--- config.mk ---
export PLATFORM = sky130hd
export DESIGN_NAME = ufm_seq
export DESIGN_NICKNAME = d
export VERILOG_FILES = /design/src/hw/rtl/ufm_pkg.sv /design/src/hw/rtl/ufm_seq.sv
export SDC_FILE = /design/constraint.sdc
export NUM_CORES = 1
export LEC_CHECK = 0
export BUFFER_PORTS_ARGS = -buffer_cell sky130_fd_sc_hd__buf_2
export CAP_MARGIN = 10
export CORE_UTILIZATION = 30
export DETAILED_ROUTE_END_ITERATION = 16
export PLACE_DENSITY_LB_ADDON = 0.12
export SLEW_MARGIN = 10
export SYNTH_ARGS = -nofsm -noshare
export SYNTH_HDL_FRONTEND = slang
export SYNTH_SLANG_ARGS = --single-unit
--- constraint.sdc ---
create_clock -name clk -period 2.9 [get_ports clk]
set_input_delay 0.435 -clock clk [delete_from_list [all_inputs] [get_ports clk]]
set_output_delay 0.435 -clock clk [all_outputs]
set_load 0.02 [all_outputs]
--- src/hw/rtl/ufm_pkg.sv ---
package ufm_pkg;

	localparam int NODES       = 1024;
	localparam int NODE_W      = $clog2(NODES);
	localparam int SIZE_W      = $clog2(NODES + 1);
	localparam int PROD_W      = 19;
	localparam int TOTAL_W     = 20;
	localparam int OUT_TOTAL_W = 19;

	localparam int IN_TDATA_W  = ((2 * NODE_W + 7) / 8) * 8;
	localparam int OUT_FIELD_W = 1 + PROD_W + OUT_TOTAL_W;
	localparam int OUT_TDATA_W = ((OUT_FIELD_W + 7) / 8) * 8;

	localparam logic [NODE_W:0]   NODE_LIM  = (NODE_W + 1)'(NODES);
	localparam logic [NODE_W-1:0] CLR_LAST  = NODE_W'(NODES - 1);

	typedef enum logic [2:0] {
		ST_CLEAR,
		ST_IDLE,
		ST_WALK,
		ST_COMP,
		ST_SZA,
		ST_SZB,
		ST_DONE
	} seq_state_t;

	// write request to the parent table
	typedef struct packed {
		logic              en;
		logic [NODE_W-1:0] addr;
		logic [NODE_W-1:0] data;
	} par_wr_t;

	// write request to the size table
	typedef struct packed {
		logic              en;
		logic [NODE_W-1:0] addr;
		logic [SIZE_W-1:0] data;
	} size_wr_t;

	// finished lookup handed to the product / total stage
	typedef struct packed {
		logic              vld;
		logic              merged;
		logic              count;
		logic [SIZE_W-1:0] size_a;
		logic [SIZE_W-1:0] size_b;
	} seq_req_t;

endpackage

--- src/hw/rtl/ufm_seq.sv ---
module ufm_seq (
	input  logic                       clk,
	input  logic                       arst_n,
	input  logic                       in_valid,
	output logic                       in_ready,
	input  logic                       in_count,
	input  logic [ufm_pkg::NODE_W-1:0] in_a,
	input  logic [ufm_pkg::NODE_W-1:0] in_b,
	input  logic [ufm_pkg::NODE_W-1:0] p_rdata,
	input  logic [ufm_pkg::SIZE_W-1:0] s_rdata,
	output logic                       rd_en,
	output logic [ufm_pkg::NODE_W-1:0] rd_addr,
	output ufm_pkg::par_wr_t           pw,
	output ufm_pkg::size_wr_t          sw,
	output ufm_pkg::seq_req_t          req,
	input  logic                       req_rdy
);

	import ufm_pkg::*;

	seq_state_t        state_q, state_d;
	logic [NODE_W-1:0] clr_q;
	logic              phase_q;

	logic [NODE_W-1:0] node_a_q, node_b_q, cur_q;
	logic [NODE_W-1:0] root_a_q, root_b_q;
	logic [SIZE_W-1:0] size_a_q, size_b_q;
	logic              count_q, merged_q;

	logic [NODE_W-1:0] start_node, root_cur, root_lo, root_hi;
	logic              in_range, at_root;

	assign in_range   = ({1'b0, in_a} < NODE_LIM) && ({1'b0, in_b} < NODE_LIM);
	assign start_node = phase_q ? node_b_q : node_a_q;
	assign root_cur   = phase_q ? root_b_q : root_a_q;
	assign root_lo    = (root_a_q < root_b_q) ? root_a_q : root_b_q;
	assign root_hi    = (root_a_q < root_b_q) ? root_b_q : root_a_q;
	assign at_root    = (p_rdata == cur_q);

	always_ff @(posedge clk or negedge arst_n) begin
		if (!arst_n) begin
			state_q <= ST_CLEAR;
			clr_q   <= '0;
			phase_q <= 1'b0;
		end else begin
			state_q <= state_d;
			if (state_q == ST_CLEAR) begin
				clr_q <= clr_q + NODE_W'(1);
			end
			if (state_q == ST_IDLE) begin
				phase_q <= 1'b0;
			end else if (state_q == ST_COMP && cur_q == root_cur) begin
				phase_q <= 1'b1;
			end
		end
	end

	always_comb begin
		state_d  = state_q;
		in_ready = 1'b0;
		rd_en    = 1'b0;
		rd_addr  = cur_q;
		pw       = '0;
		sw       = '0;
		unique case (state_q)
			ST_CLEAR: begin
				pw.en   = 1'b1;
				pw.addr = clr_q;
				pw.data = clr_q;
				sw.en   = 1'b1;
				sw.addr = clr_q;
				sw.data = SIZE_W'(1);
				if (clr_q == CLR_LAST) begin
					state_d = ST_IDLE;
				end
			end
			ST_IDLE: begin
				in_ready = 1'b1;
				if (in_valid) begin
					if (in_range) begin
						rd_en   = 1'b1;
						rd_addr = in_a;
						state_d = ST_WALK;
					end else begin
						state_d = ST_DONE;
					end
				end
			end
			ST_WALK: begin
				rd_en = 1'b1;
				if (at_root) begin
					rd_addr = start_node;
					state_d = ST_COMP;
				end else begin
					rd_addr = p_rdata;
				end
			end
			ST_COMP: begin
				if (cur_q == root_cur) begin
					if (!phase_q) begin
						rd_en   = 1'b1;
						rd_addr = node_b_q;
						state_d = ST_WALK;
					end else if (root_a_q == root_b_q) begin
						state_d = ST_DONE;
					end else begin
						rd_en   = 1'b1;
						rd_addr = root_a_q;
						state_d = ST_SZA;
					end
				end else begin
					// point this node at the root, fetch the next one up
					pw.en   = 1'b1;
					pw.addr = cur_q;
					pw.data = root_cur;
					rd_en   = 1'b1;
					rd_addr = p_rdata;
				end
			end
			ST_SZA: begin
				rd_en   = 1'b1;
				rd_addr = root_b_q;
				state_d = ST_SZB;
			end
			ST_SZB: begin
				pw.en   = 1'b1;
				pw.addr = root_hi;
				pw.data = root_lo;
				sw.en   = 1'b1;
				sw.addr = root_lo;
				sw.data = size_a_q + s_rdata;
				state_d = ST_DONE;
			end
			ST_DONE: begin
				if (req_rdy) begin
					state_d = ST_IDLE;
				end
			end
			default: begin
				state_d = ST_IDLE;
			end
		endcase
	end

	always_ff @(posedge clk) begin
		unique case (state_q)
			ST_IDLE: begin
				if (in_valid) begin
					node_a_q <= in_a;
					node_b_q <= in_b;
					count_q  <= in_count;
					cur_q    <= in_a;
					merged_q <= 1'b0;
				end
			end
			ST_WALK: begin
				if (at_root) begin
					if (phase_q) begin
						root_b_q <= cur_q;
					end else begin
						root_a_q <= cur_q;
					end
					cur_q <= start_node;
				end else begin
					cur_q <= p_rdata;
				end
			end
			ST_COMP: begin
				if (cur_q == root_cur) begin
					cur_q <= node_b_q;
				end else begin
					cur_q <= p_rdata;
				end
			end
			ST_SZA: begin
				size_a_q <= s_rdata;
			end
			ST_SZB: begin
				size_b_q <= s_rdata;
				merged_q <= 1'b1;
			end
			default: begin
			end
		endcase
	end

	assign req.vld    = (state_q == ST_DONE);
	assign req.merged = merged_q;
	assign req.count  = count_q;
	assign req.size_a = size_a_q;
	assign req.size_b = size_b_q;

	a_comp_no_collide: assert property (@(posedge clk) disable iff (!arst_n)
		(state_q == ST_COMP && pw.en && rd_en) |-> (pw.addr != rd_addr))
		else $error("compression write hits the entry being read");

	a_walk_downward: assert property (@(posedge clk) disable iff (!arst_n)
		(state_q == ST_WALK) |-> (p_rdata <= cur_q))
		else $error("parent above its child during walk");

	a_merge_order: assert property (@(posedge clk) disable iff (!arst_n)
		(state_q == ST_SZB) |-> (pw.data < pw.addr && sw.addr == pw.data))
		else $error("merge does not hang higher root under lower root");

endmodule

# Yosys cells after proc, flatten, opt, wreduce, memory -nomap -nowiden
# Cells that the tools add are included.
# Widths: inputs -> output; s select.
[word_totals]
ff_bits = 88
output_inout_bits = 80
word_cells = 75
[op_classes]
addsub = 2
n_lt_le_gt_ge = 1
eq_ne = 15
muxes = 33
bitwise_logic = 1
n_reduce_logical = 11
[ops]
columns = ["cell", "count"]
rows = [
  ["$mux 10", 10],
  ["$pmux 21 s3", 1],
  ["$pmux 22 s2", 1],
  ["$pmux 10 s4", 1],
  ["$eq 10x10->1", 3],
  ["$pmux 10 s3", 1],
  ["$mux 21", 1],
  ["$pmux 3 s7", 1],
  ["$mux 3", 6],
  ["$add 11x11->11", 1],
  ["$add 10x1->10 const B", 1],
  ["$eq 10x10->1 const B", 1],
  ["$lt 10x10->1", 1],
  ["$eq 3x3->1 const B", 3],
  ["$mux 1", 8],
  ["$eq 3x2->1 const B", 2],
  ["$ne 2x1->1 const B", 3],
  ["$reduce_and 3->1", 2],
  ["$reduce_and 5->1", 1],
  ["$ne 2x2->1 const B", 2],
  ["$reduce_and 2->1", 2],
  ["$reduce_bool 2->1", 2],
  ["$eq 3x1->1 const B", 1],
  ["$logic_not 3->1", 1],
  ["other kinds (7)", 7],
]

# Longest topological paths before layout
# Gate-level depths: netlist of the first run.
[logic_depth]
ltp_word = 5
ltp_mapped = 11

# Worst setup path before layout of the first run
# OpenSTA, ideal clock, no wires.
[synth_timing]
path_type = "reg2out"
start = "register root_a_q[5]"
end = "output pw[0] in the netlist's numbering"
t_arrival_ps = 2373
path_slack_ps = 92
path_stages_with_launch = 10
n_path_buf = 1
path_cell_list = "edfxtp_1 ha_1 a21oi_1 o21ai_1 a221oi_1 o21a_1 buf_2 mux2i_1 o21ai_1 o21bai_1"
[synth_lines]
columns = ["element", "line_no", "source"]
rows = [
  ["from (decl)", "ufm_seq.sv:26", "logic [NODE_W-1:0] root_a_q, root_b_q;"],
  ["from (signal assigned)", "ufm_seq.sv:161", "root_a_q <= cur_q;"],
  ["to (decl)", "ufm_seq.sv:13", "output ufm_pkg::par_wr_t pw,"],
]

# Worst setup path in the final report of the first run
[layout_timing]
start = "register phase_q"
end = "output rd_addr[8] in the netlist's numbering"
[layout_between]
elab_chain_len = 4
elab_cells_between_ends = 7
classes_between = "eq/ne: 1; mux: 6"
[layout_lines]
columns = ["element", "line_no", "source"]
rows = [
  ["from (decl)", "ufm_seq.sv:23", "logic phase_q;"],
  ["from (signal assigned)", "ufm_seq.sv:44", "phase_q <= 1'b0;"],
  ["from (signal assigned)", "ufm_seq.sv:51", "phase_q <= 1'b0;"],
  ["from (signal assigned)", "ufm_seq.sv:53", "phase_q <= 1'b1;"],
  ["$mux 10", "ufm_seq.sv:35", "assign root_cur = phase_q ? root_b_q : root_a_q;"],
  ["$eq 10x10->1", "ufm_seq.sv:99", "if (cur_q == root_cur) begin"],
  ["$mux 10", "ufm_seq.sv:99", ""],
  ["$pmux 10 s4 (*)", "ufm_seq.sv:65", "unique case (state_q)"],
  ["to (decl)", "ufm_seq.sv:12", "output logic [ufm_pkg::NODE_W-1:0] rd_addr,"],
]
# Mark *: on every way between the ends. The rest lies on a longest branch, timed or not.

==> results of run 1 <==
where the power goes:
group	internal [W]	leakage [nW]	switching [W]	total (W)
Clock	0.000736	0.161	0.000499	0.00123
Combinational	0.00106	2.60	0.00120	0.00226
Sequential	0.00154	0.864	0.000216	0.00176
Total	0.00334	3.63	0.00191	0.00525
worst reg2reg max path, stage by stage, from the launching register on:
cell and delay (ns):
dfrtp_4 0.54, buf_12 0.17, mux2i_4 0.20, xnor2_2 0.15, nand4_1 0.19, buf_4 0.20, nor3_4 0.16, buf_4 0.15
bufbuf_16 0.26, buf_4 0.11, mux2i_1 0.17, o211a_1 0.17, a21oi_2 0.04
kinds of logic after synthesis:
kind of cell	Yosys count
flip-flops	88
XOR/XNOR	35
buffers and inverters	66
AO/OA/AOI/OAI	149
multiplexers	72
AND/OR/NAND/NOR	126
adder cells (fa/ha/maj)	24
area by class of cell:
class	count	area [um2]	share of cell area
multi-input cells	406	3508	0.4053
flip-flops and latches	88	2576	0.2976
repair buffers	238	1794	0.2073
well taps	260	325.3	0.03758
clock buffers	13	304.0	0.03513
inverters	35	131.4	0.01518
clock inverters	3	16.27	0.001879
repair_timing:
action,in CTS,in global routing
gates cloned,3,1
resized for setup,66,97
hold endpoints to repair,14,0
pin swaps,24,36
hold buffers,1,0
endpoints found under the setup margin,45,47
buffers inserted,33,20
per-layer routing:
metal	wire length (um)	global-route usage	vias to the layer above
met2	8860	0.2973	181
met4	255	0.04641	0
met1	9498	0.2920	2573
li1	-	-	2535
met3	1095	0.03172	20
met5	0	0	-
per-stage QoR:
| stage | total power (W) | utilization | setup WS [ns] | hold WS, ns |
|---|---|---|---|---|
| floorplan | 0.002790 | - | 0.09172 | 0.1394 |
| global placement | 0.003439 | 0.3762 | -0.05786 | 0.3467 |
| detailed placement | 0.003451 | 0.3762 | -0.08571 | 0.3547 |
| CTS | 0.004978 | 0.4266 | -0.3276 | 0.2499 |
| global route | 0.005507 | 0.4581 | -0.3770 | 0.2459 |
| finish | 0.005254 | 0.4581 | -0.2849 | 0.2618 |
flip-flops by register name, indices dropped and copies added, names as in the netlist:
| register | flops |
|---|---|
| clr_q | 10 |
| phase_q | 1 |
| node_a_q | 10 |
| root_a_q | 10 |
| size_b_q | 11 |
| merged_q | 1 |
| node_b_q | 10 |
| count_q | 1 |
| cur_q | 10 |
| state_q | 3 |
| root_b_q | 10 |
| size_a_q | 11 |
synthesized netlist by cell type, drive strengths merged (8+ instances only):
master | number | area [um2]
nand2 | 42 | 160.2
edfxtp | 74 | 2222
inv | 35 | 131.4
buf | 15 | 100.1
xnor2 | 27 | 236.5
nor2 | 44 | 165.2
o211ai | 13 | 97.59
nand4 | 8 | 56.30
a21oi | 39 | 217.7
a31oi | 12 | 75.07
ha | 23 | 287.8
o22ai | 11 | 68.82
o21bai | 11 | 82.58
xor2 | 8 | 70.07
o21ai | 17 | 85.08
clkbuf | 16 | 60.06
nand3 | 9 | 45.04
o221ai | 10 | 87.58
mux2i | 65 | 650.6
dfrtp | 14 | 350.3
worst paths after layout:
check / from / end / slack [ns] / depth (start not counted)
worst max-delay path: phase_q / rd_addr[8] / -0.28 / 11
worst max register to register: phase_q / cur_q[5] / 0.15 / 12
min in group asynchronous: arst_n / clr_q[4] / 0.51 / 2
worst min-delay path: in_count / count_q / 0.26 / 1
worst min register to register: clr_q[5] / clr_q[5] / 0.50 / 1
max in group asynchronous: arst_n / phase_q / 2.11 / 2
==> metrics.txt, run 1 <==
most used cell, CP=buf_12; Synth Instances=560; Pleak=3.628 nW; Synth Area in XOR/XNOR=0.05256; Max VDD drop=0.0003039 V; RSZ-0062 raised after global routing=true; number of synthesized flops with an enable pin=74; Final Cycle Share=1.098; Synth Register Bits=88; ANT nets after route=0; CTS Buf Count=9; RD Place Congestion=0.8707; routed wire length=a little under 20000 um; final count of hold timing violations=0; adder-cell share of the synthesized area=0.05278; Skew-Pair Late Insertion Delay=~0.35 ns; deepest clock path buffer count=2; vias in the first global route=between 5000 and 6000; worst setup margin=-0.2849 ns; Power Dens Cells=607.0 nW/um2; grt total ovfl=0; initial antenna violation count=0; CTS H-tree lvls=3; Required @ worst endpoint=between 2 and 2.5 ns; Area Growth Syn to Fin=48.42%; layout cells sized above 1=0.4393; Starting Density=0.3087; simple-gate share of the synthesized area=0.1034; most common cell after layout, fill and taps aside=buf_4; mux share of post-synthesis cell area=0.1251; DRC=0; crit path kind=reg2out; Tmin final=3.185 ns; top fanout value on the critical path=7; clock slew at reported path FFs=0.07 ns; Placed Instances=971; setup tns final=-7.489 ns; CP cell instances=buf_12 -> mux2i_4 -> xnor2_2 -> nand4_1 -> buf_4 -> nor3_4 -> buf_12 -> mux2_4 -> nand2_4 -> a31oi_4 -> buf_6; syn nets=630; Slew HR=0.2852; core area=18890 um2; Top delay family on crit path=buffers and inverters; most frequent cells in the layout=buf_4 (115), buf_2 (89), edfxtp_1 (74); Initial DRC Count=429; Buffers & Inverters on Critical Path=4; # port buffers=125; boundary pin count=126; TritonCTS Sinks=88; fmax=~0.31 GHz; Final Skew=0.005207 ns; Cell Rows=50; ANT cells=0; Die Y=roughly 140 um; die width=141.4 um; CTS tree=yes; Synth cell types=52; Slew @ Worst Pin=1.065 ns; routed len/inst=between 15 and 20 um; vias after detailed routing=5309; crit-path max cell delay=roughly 0.54 ns; WP data arrival=2.75 ns; violated checks=setup timing; Die Area=20000 um2; outcome=finished, violations left; first-pass GRT wire length=roughly 30000 um; GRT Total Usage=0.1968; Main synth FF type=edfxtp_1; largest family of logic cells by synthesized area=compound AO/OA/AOI/OAI gates; Synth Area in Compound Gates=0.1751; fin. max-slew vios=0; share of flip-flops with an asynchronous set or reset=0.1591; Worst Setup End Kind=primary output; largest net degree at the start of global routing=32; Layout Nets=roughly 850; count of final setup violators=43; root buf cell=clkbuf_16; register area share after synthesis=0.4411; synthesized area=5832 um2; CP Launch Type=register; DP Area=7107 um2; worst hold path type=in2reg; Slowest-stage cell, CP=dfrtp_4; Mapped Avg Cell Area=10.41 um2; final std cells w/o fill=1043; post-layout instance area=slightly below 9000 um2; 1st-pass router iterations=5; vias per cell=5.090; half-perimeter wire length after placement=13850 um; filler instances=roughly 1800; Max-Cap Viols=0; Synth warnings=0
Note: power is estimated with default switching activity, not from simulation.
==> run 2: changes to the inputs <==
--- a/config.mk
+++ b/config.mk
@@ -9,6 +9,7 @@
 export CAP_MARGIN = 10
 export CORE_UTILIZATION = 30
 export DETAILED_ROUTE_END_ITERATION = 16
+export GPL_TIMING_DRIVEN = 0
 export PLACE_DENSITY_LB_ADDON = 0.12
 export SLEW_MARGIN = 10
 export SYNTH_ARGS = -nofsm -noshare
==> metrics.txt, run 2 (same netlist as run 1, synthesis figures left out) <==
post-layout instance area=8700 um2 (+0.51%); final count of hold timing violations=0 (unchanged); multi-input logic area=3607 um2 (+2.8%); fmax=0.3114 GHz (-0.83%); DP Area=6778 um2 (-4.6%); Area Growth Syn to Fin=49.17%; Max-Cap Viols=0 (unchanged); outcome=finished, violations left; vias in the first global route=5389 (+4.7%); most common cell after layout, fill and taps aside=buf_4; Tmin final=3.212 ns (+0.02674 ns); Required @ worst endpoint=2.47 ns (about the same); Max VDD drop=0.0003439 V (+13%); die width=141.4 um (unchanged); worst hold path type=in2reg; violated checks=setup timing; Critical path origin=root_a_q[5]; CP cell instances=ha_4 -> nand2_2 -> nor4_4 -> buf_6 -> buf_12 -> mux2i_4 -> a21oi_2 -> mux2_4 -> nand2_2 -> a31oi_4 -> buf_6; Skew-Pair Late Insertion Delay=0.35 ns (about the same); core area=18890 um2 (unchanged); boundary pin count=126 (unchanged); vias per cell=5.248 (+3.1%); deepest clock path buffer count=2 (unchanged); largest net degree at the start of global routing=23 (-28%); # port buffers=124 (-0.80%); Pleak=3.641 nW (+0.34%); first-pass GRT wire length=31380 um (+5.0%); Initial DRC Count=308 (-28%); crit path kind=reg2out; Placed Instances=944 (-2.8%); Starting Density=0.3087 (unchanged); ANT cells=0 (unchanged); Power Dens Cells=597.4 nW/um2 (-1.6%); most frequent cells in the layout=buf_4 (113), buf_2 (100), edfxtp_1 (74); Slew HR=0.2828 (-0.002407); Pwr Total=0.005197 W (-1.1%); Slowest-stage cell, CP=edfxtp_1; ANT nets after route=0 (unchanged); CTS Buf Count=9 (unchanged); initial antenna violation count=0 (unchanged); uppermost layer routed=met4; Cell Rows=50 (unchanged); routed len/inst=19.96 um (+5.6%); fin. max-slew vios=0 (unchanged); RSZ-0062 raised after global routing=true; met2 routed wirelength=9604 um (+8.4%); biggest regs=size_a_q: 11 flops, size_b_q: 11 flops; Layout Nets=863 (+1.8%); routed wire length=21120 um (+7.1%); root buf cell=clkbuf_16; Die Y=141.4 um (unchanged); vias after detailed routing=5552 (+4.6%); RD Place Congestion=0.8850 (+1.6%); WL met3=1222 um (+12%); grt total ovfl=0 (unchanged); half-perimeter wire length after placement=14500 um (+4.7%); count of final setup violators=42 (-2.3%); clock slew at reported path FFs=0.07 ns (about the same); Final Cycle Share=1.107 (+0.009219); DRC=0 (unchanged); CTS H-tree lvls=3 (unchanged); Fin Hold WS=0.2533 ns (-0.008501 ns); met1 wire length=9758 um (+2.7%); Worst Min Path Start=in_b[1]; TritonCTS Sinks=88 (unchanged); Die Area=20000 um2 (unchanged); GRT Total Usage=0.2078 (+0.01101); Slew @ Worst Pin=1.072 ns (+0.007301 ns); layout cells sized above 1=0.4599 (+0.02056); CTS tree=yes; 1st-pass router iterations=4 (-1); CP Launch Type=register; worst setup margin=-0.3116 ns (-0.02674 ns); RR Startpoint=phase_q; final std cells w/o fill=1058 (+1.4%); WP data arrival=2.78 ns (+0.03 ns); filler instances=1826 (+0.11%); Final Skew=0.009045 ns (+0.003839 ns); top fanout value on the critical path=5 (-2); FF+latch area=2575 um2 (about the same); setup tns final=-7.685 ns (-0.1963 ns); crit-path max cell delay=0.45 ns (-0.09 ns); Worst Setup End Kind=primary output
[run 2: area by class of cell]
| class | count | share of cell area |
|---|---|---|
| repair buffers | 223 | 0.1752 |
| clock inverters | 6 | 0.005321 |
| clock buffers | 10 | 0.02876 |
| inverters | 35 | 0.01553 |
| multi-input cells | 406 | 0.4146 |
| flip-flops and latches | 88 | 0.2960 |
| well taps | 260 | 0.03739 |
| plain buffers | 30 | 0.02718 |
[run 2: path summary, 6_finish.rpt]
check / endpoint / slack [ns] / cells after the start
setup / recovery: rd_addr[8] / -0.31 / 11
hold / removal: node_b_q[1] / 0.25 / 1
setup reg to reg: cur_q[6] / 0.34 / 11
hold reg to reg: clr_q[4] / 0.51 / 1
max in group asynchronous: phase_q / 2.12 / 2
min in group asynchronous: clr_q[4] / 0.52 / 2
[run 2: worst max-delay path: cells and delay by family (launching register included)]
kind                     cells  cell delay, ns
AO/OA/AOI/OAI                2            0.17
adder cells (fa/ha/maj)      1            0.31
buffers and inverters        3            0.46
flip-flops                   1            0.45
multiplexers                 2            0.51
AND/OR/NAND/NOR              3            0.51
[run 2: what timing repair did]
| action | in CTS | in global routing |
|---|---|---|
| hold buffers | 1 | 0 |
| endpoints found under the hold margin | 14 | 0 |
| endpoints found under the setup margin | 75 | 63 |
| setup buffers | 70 | 26 |
| pin swaps | 36 | 37 |
| cloned | 1 | 2 |
| resized for setup | 99 | 95 |
[run 2: per-stage QoR]
| step | setup WS (ns) | util |
|---|---|---|
| 2_1_floorplan | 0.09172 | - |
| 3_3_place_gp | -0.5616 | 0.3587 |
| 3_5_place_dp | -0.5479 | 0.3587 |
| 4_1_cts | -0.2443 | 0.4252 |
| 5_1_grt | -0.3945 | 0.4605 |
| 6_report | -0.3116 | 0.4605 |
[run 2: report_power, final]
group          leakage [nW]  internal (W)  switching, W
logic                  2.63       0.00102       0.00130
registers             0.864       0.00154      0.000156
clock network         0.150      0.000645      0.000543
total                  3.64       0.00320       0.00199
[run 2: layer usage]
metal  GRT usage  up-vias
met5           0        -
met4     0.07810        0
met3     0.03105       33
met2      0.3254      230
met1      0.2895     2722
li1            -     2567
==> run 3: changes to the inputs <==
--- a/config.mk
+++ b/config.mk
@@ -8,9 +8,9 @@
 export BUFFER_PORTS_ARGS = -buffer_cell sky130_fd_sc_hd__buf_2
 export CAP_MARGIN = 10
 export CORE_UTILIZATION = 30
+export CTS_CLUSTER_DIAMETER = 200
 export DETAILED_ROUTE_END_ITERATION = 16
 export GPL_TIMING_DRIVEN = 0
-export PLACE_DENSITY_LB_ADDON = 0.12
 export SLEW_MARGIN = 10
 export SYNTH_ARGS = -nofsm -noshare
 export SYNTH_HDL_FRONTEND = slang
==> metrics.txt, run 3 (same netlist as run 1, synthesis figures left out) <==
outcome=finished, violations left; violated checks=setup timing; WP data arrival=2.77 ns (about the same); RD Place Congestion=0.9012 (+1.8%); dpl ws=-0.4500 ns (+0.09785 ns); vias per cell=5.218 (-0.57%); Starting Density=0.3087 (unchanged); setup tns final=-8.014 ns (-0.3291 ns); vias after detailed routing=5484 (-1.2%); Slew HR=0.2824 (-0.0003810); Worst Setup End Kind=primary output; Cell Rows=50 (unchanged); crit path kind=reg2out; post-layout instance area=8756 um2 (+0.65%); most frequent cells in the layout=buf_4 (109), buf_2 (88), edfxtp_1 (74); Final Cycle Share=1.106 (-0.001926); P_int=0.003338 W (+4.2%); first-pass GRT wire length=29530 um (-5.9%); Skew-Pair Late Insertion Delay=0.35 ns (about the same); Power Dens Cells=604.4 nW/um2 (+1.2%); Slew @ Worst Pin=1.072 ns (+0.0005693 ns); CTS tree=yes; routed wire length=20520 um (-2.8%); 1st-pass router iterations=5 (+1); ANT nets after route=0 (unchanged); core area=18890 um2 (unchanged); deepest clock path buffer count=2 (unchanged); Initial DRC Count=395 (+28%); ANT cells=0 (unchanged); worst hold path type=in2reg; Final Skew=0.006637 ns (-0.002408 ns); Gate power share=0.431 (-0.014); CP Launch Type=register; Flop pwr share=0.327 (about the same); Layout Nets=856 (-0.81%); most common cell after layout, fill and taps aside=buf_4; count of final setup violators=43 (+2.4%); GRT Total Usage=0.1969 (-0.01085); P_sw=0.001954 W (-2.0%); Required @ worst endpoint=2.47 ns (about the same); CP cell instances=ha_4 -> nand3_4 -> nor4_4 -> buf_6 -> buf_6 -> mux2i_1 -> a21oi_1 -> mux2_4 -> nand2_2 -> a31oi_2 -> buf_4; boundary pin count=126 (unchanged); layout cells sized above 1=0.4564 (-0.003515); Max-Cap Viols=0 (unchanged); Slowest-stage cell, CP=edfxtp_1; Max VDD drop=0.0003436 V (-0.11%); die width=141.4 um (unchanged); biggest regs=size_a_q: 11 flops, size_b_q: 11 flops; final count of hold timing violations=0 (unchanged); power share of the clock group=0.241 (+0.012); CTS Buf Count=9 (unchanged); Sw Share=0.3693 (-0.01457); Area Growth Syn to Fin=50.14%; CTS H-tree lvls=3 (unchanged); RSZ-0062 raised after global routing=true; Pleak=3.621 nW (-0.54%); largest net degree at the start of global routing=23 (unchanged); routed len/inst=19.52 um (-2.2%); fmax=0.3119 GHz (+0.17%); # port buffers=124 (unchanged); TritonCTS Sinks=88 (unchanged); Tmin final=3.206 ns (-0.005584 ns); vias in the first global route=5240 (-2.8%); DP Area=6778 um2 (unchanged); DRC=0 (unchanged); most used cell, CP=buf_6; crit-path max cell delay=0.45 ns (about the same); Die Y=141.4 um (unchanged); Die Area=20000 um2 (unchanged); clock slew at reported path FFs=0.07 ns (about the same); worst setup margin=-0.3060 ns (+0.005584 ns); fin. max-slew vios=0 (unchanged); grt total ovfl=0 (unchanged); initial antenna violation count=0 (unchanged); top fanout value on the critical path=5 (unchanged); root buf cell=clkbuf_16; half-perimeter wire length after placement=13620 um (-6.1%)
[run 3: changes by cell type in the layout (fill, tap and decap cells not counted), moves of 3 or more]
cell | previous run | this run
buf_2 | 100 | 88
buf_6 | 15 | 24
buf_4 | 113 | 109
inv_6 | 4 | 0
o221ai_1 | 8 | 4
o221ai_2 | 2 | 6
clkbuf_1 | 6 | 9
mux2i_1 | 46 | 43
mux2i_4 | 14 | 17
[run 3: timing repair]
action / CTS / global route
gates resized for setup: 101 / 121
endpoints found under the hold margin: 14 / 0
pin swaps: 32 / 44
buffers inserted: 66 / 22
setup endpoints to repair: 63 / 62
hold buffers: 1 / 0
cloned: 1 / 3
[run 3: layout make-up]
type | count | area [um2]
inverter | 35 | 135.1
clock buffer | 13 | 250.2
timing repair buffer | 217 | 1540
sequential | 88 | 2575
fill | 1789 | 10140
clock inverter | 3 | 67.56
buffer | 29 | 219.0
tap | 260 | 325.3
multi-input combinational | 406 | 3643
[run 3: worst max-delay path, delay by kind of cell, from the launching register on]
family          cells  cell delay, ns
buf+inv             3            0.50
flops               1            0.45
mux                 2            0.44
compound gates      2            0.18
simple gates        3            0.53
fa+ha+maj           1            0.32
[run 3: worst paths after layout]
kind,startpoint,to,slack [ns],cells after the start
worst min-delay path,in_count,count_q,0.26,1
min in group asynchronous,arst_n,clr_q[6],0.55,2
worst min register to register,clr_q[8],clr_q[8],0.50,1
worst max register to register,phase_q,state_q[0],0.29,12
max in group asynchronous,arst_n,phase_q,2.07,2
worst max-delay path,root_a_q[9],rd_addr[0],-0.31,11
[run 3: layer usage]
metal / vias up / track usage / part of all wire
met1: 2661 / 0.2659 / 0.43
met2: 228 / 0.3142 / 0.47
li1: 2546 / - / -
met5: - / 0 / 0
met3: 49 / 0.03307 / 0.064
met4: 0 / 0.07866 / 0.032
[run 3: per-stage QoR]
stage	util	power, W	std cells	hold slack (ns)
floorplan	-	0.002790	560	0.1394
CTS	0.4244	0.005002	1027	0.2429
detailed placement	0.3587	0.003356	944	0.3632
finish	0.4634	0.005292	1051	0.2590
global placement	0.3587	0.003352	944	0.3603
global route	0.4634	0.005497	1051	0.2418
[run 3: power groups by stage]
stage	registers [W]	clock network, W	logic (W)
after CTS	0.00170	0.00130	0.00200
final	0.00173	0.00128	0.00228
after global placement	0.00177	0	0.00158
after global routing	0.00175	0.00135	0.00240
after detailed placement	0.00177	0	0.00159
after floorplan	0.00169	0	0.00110
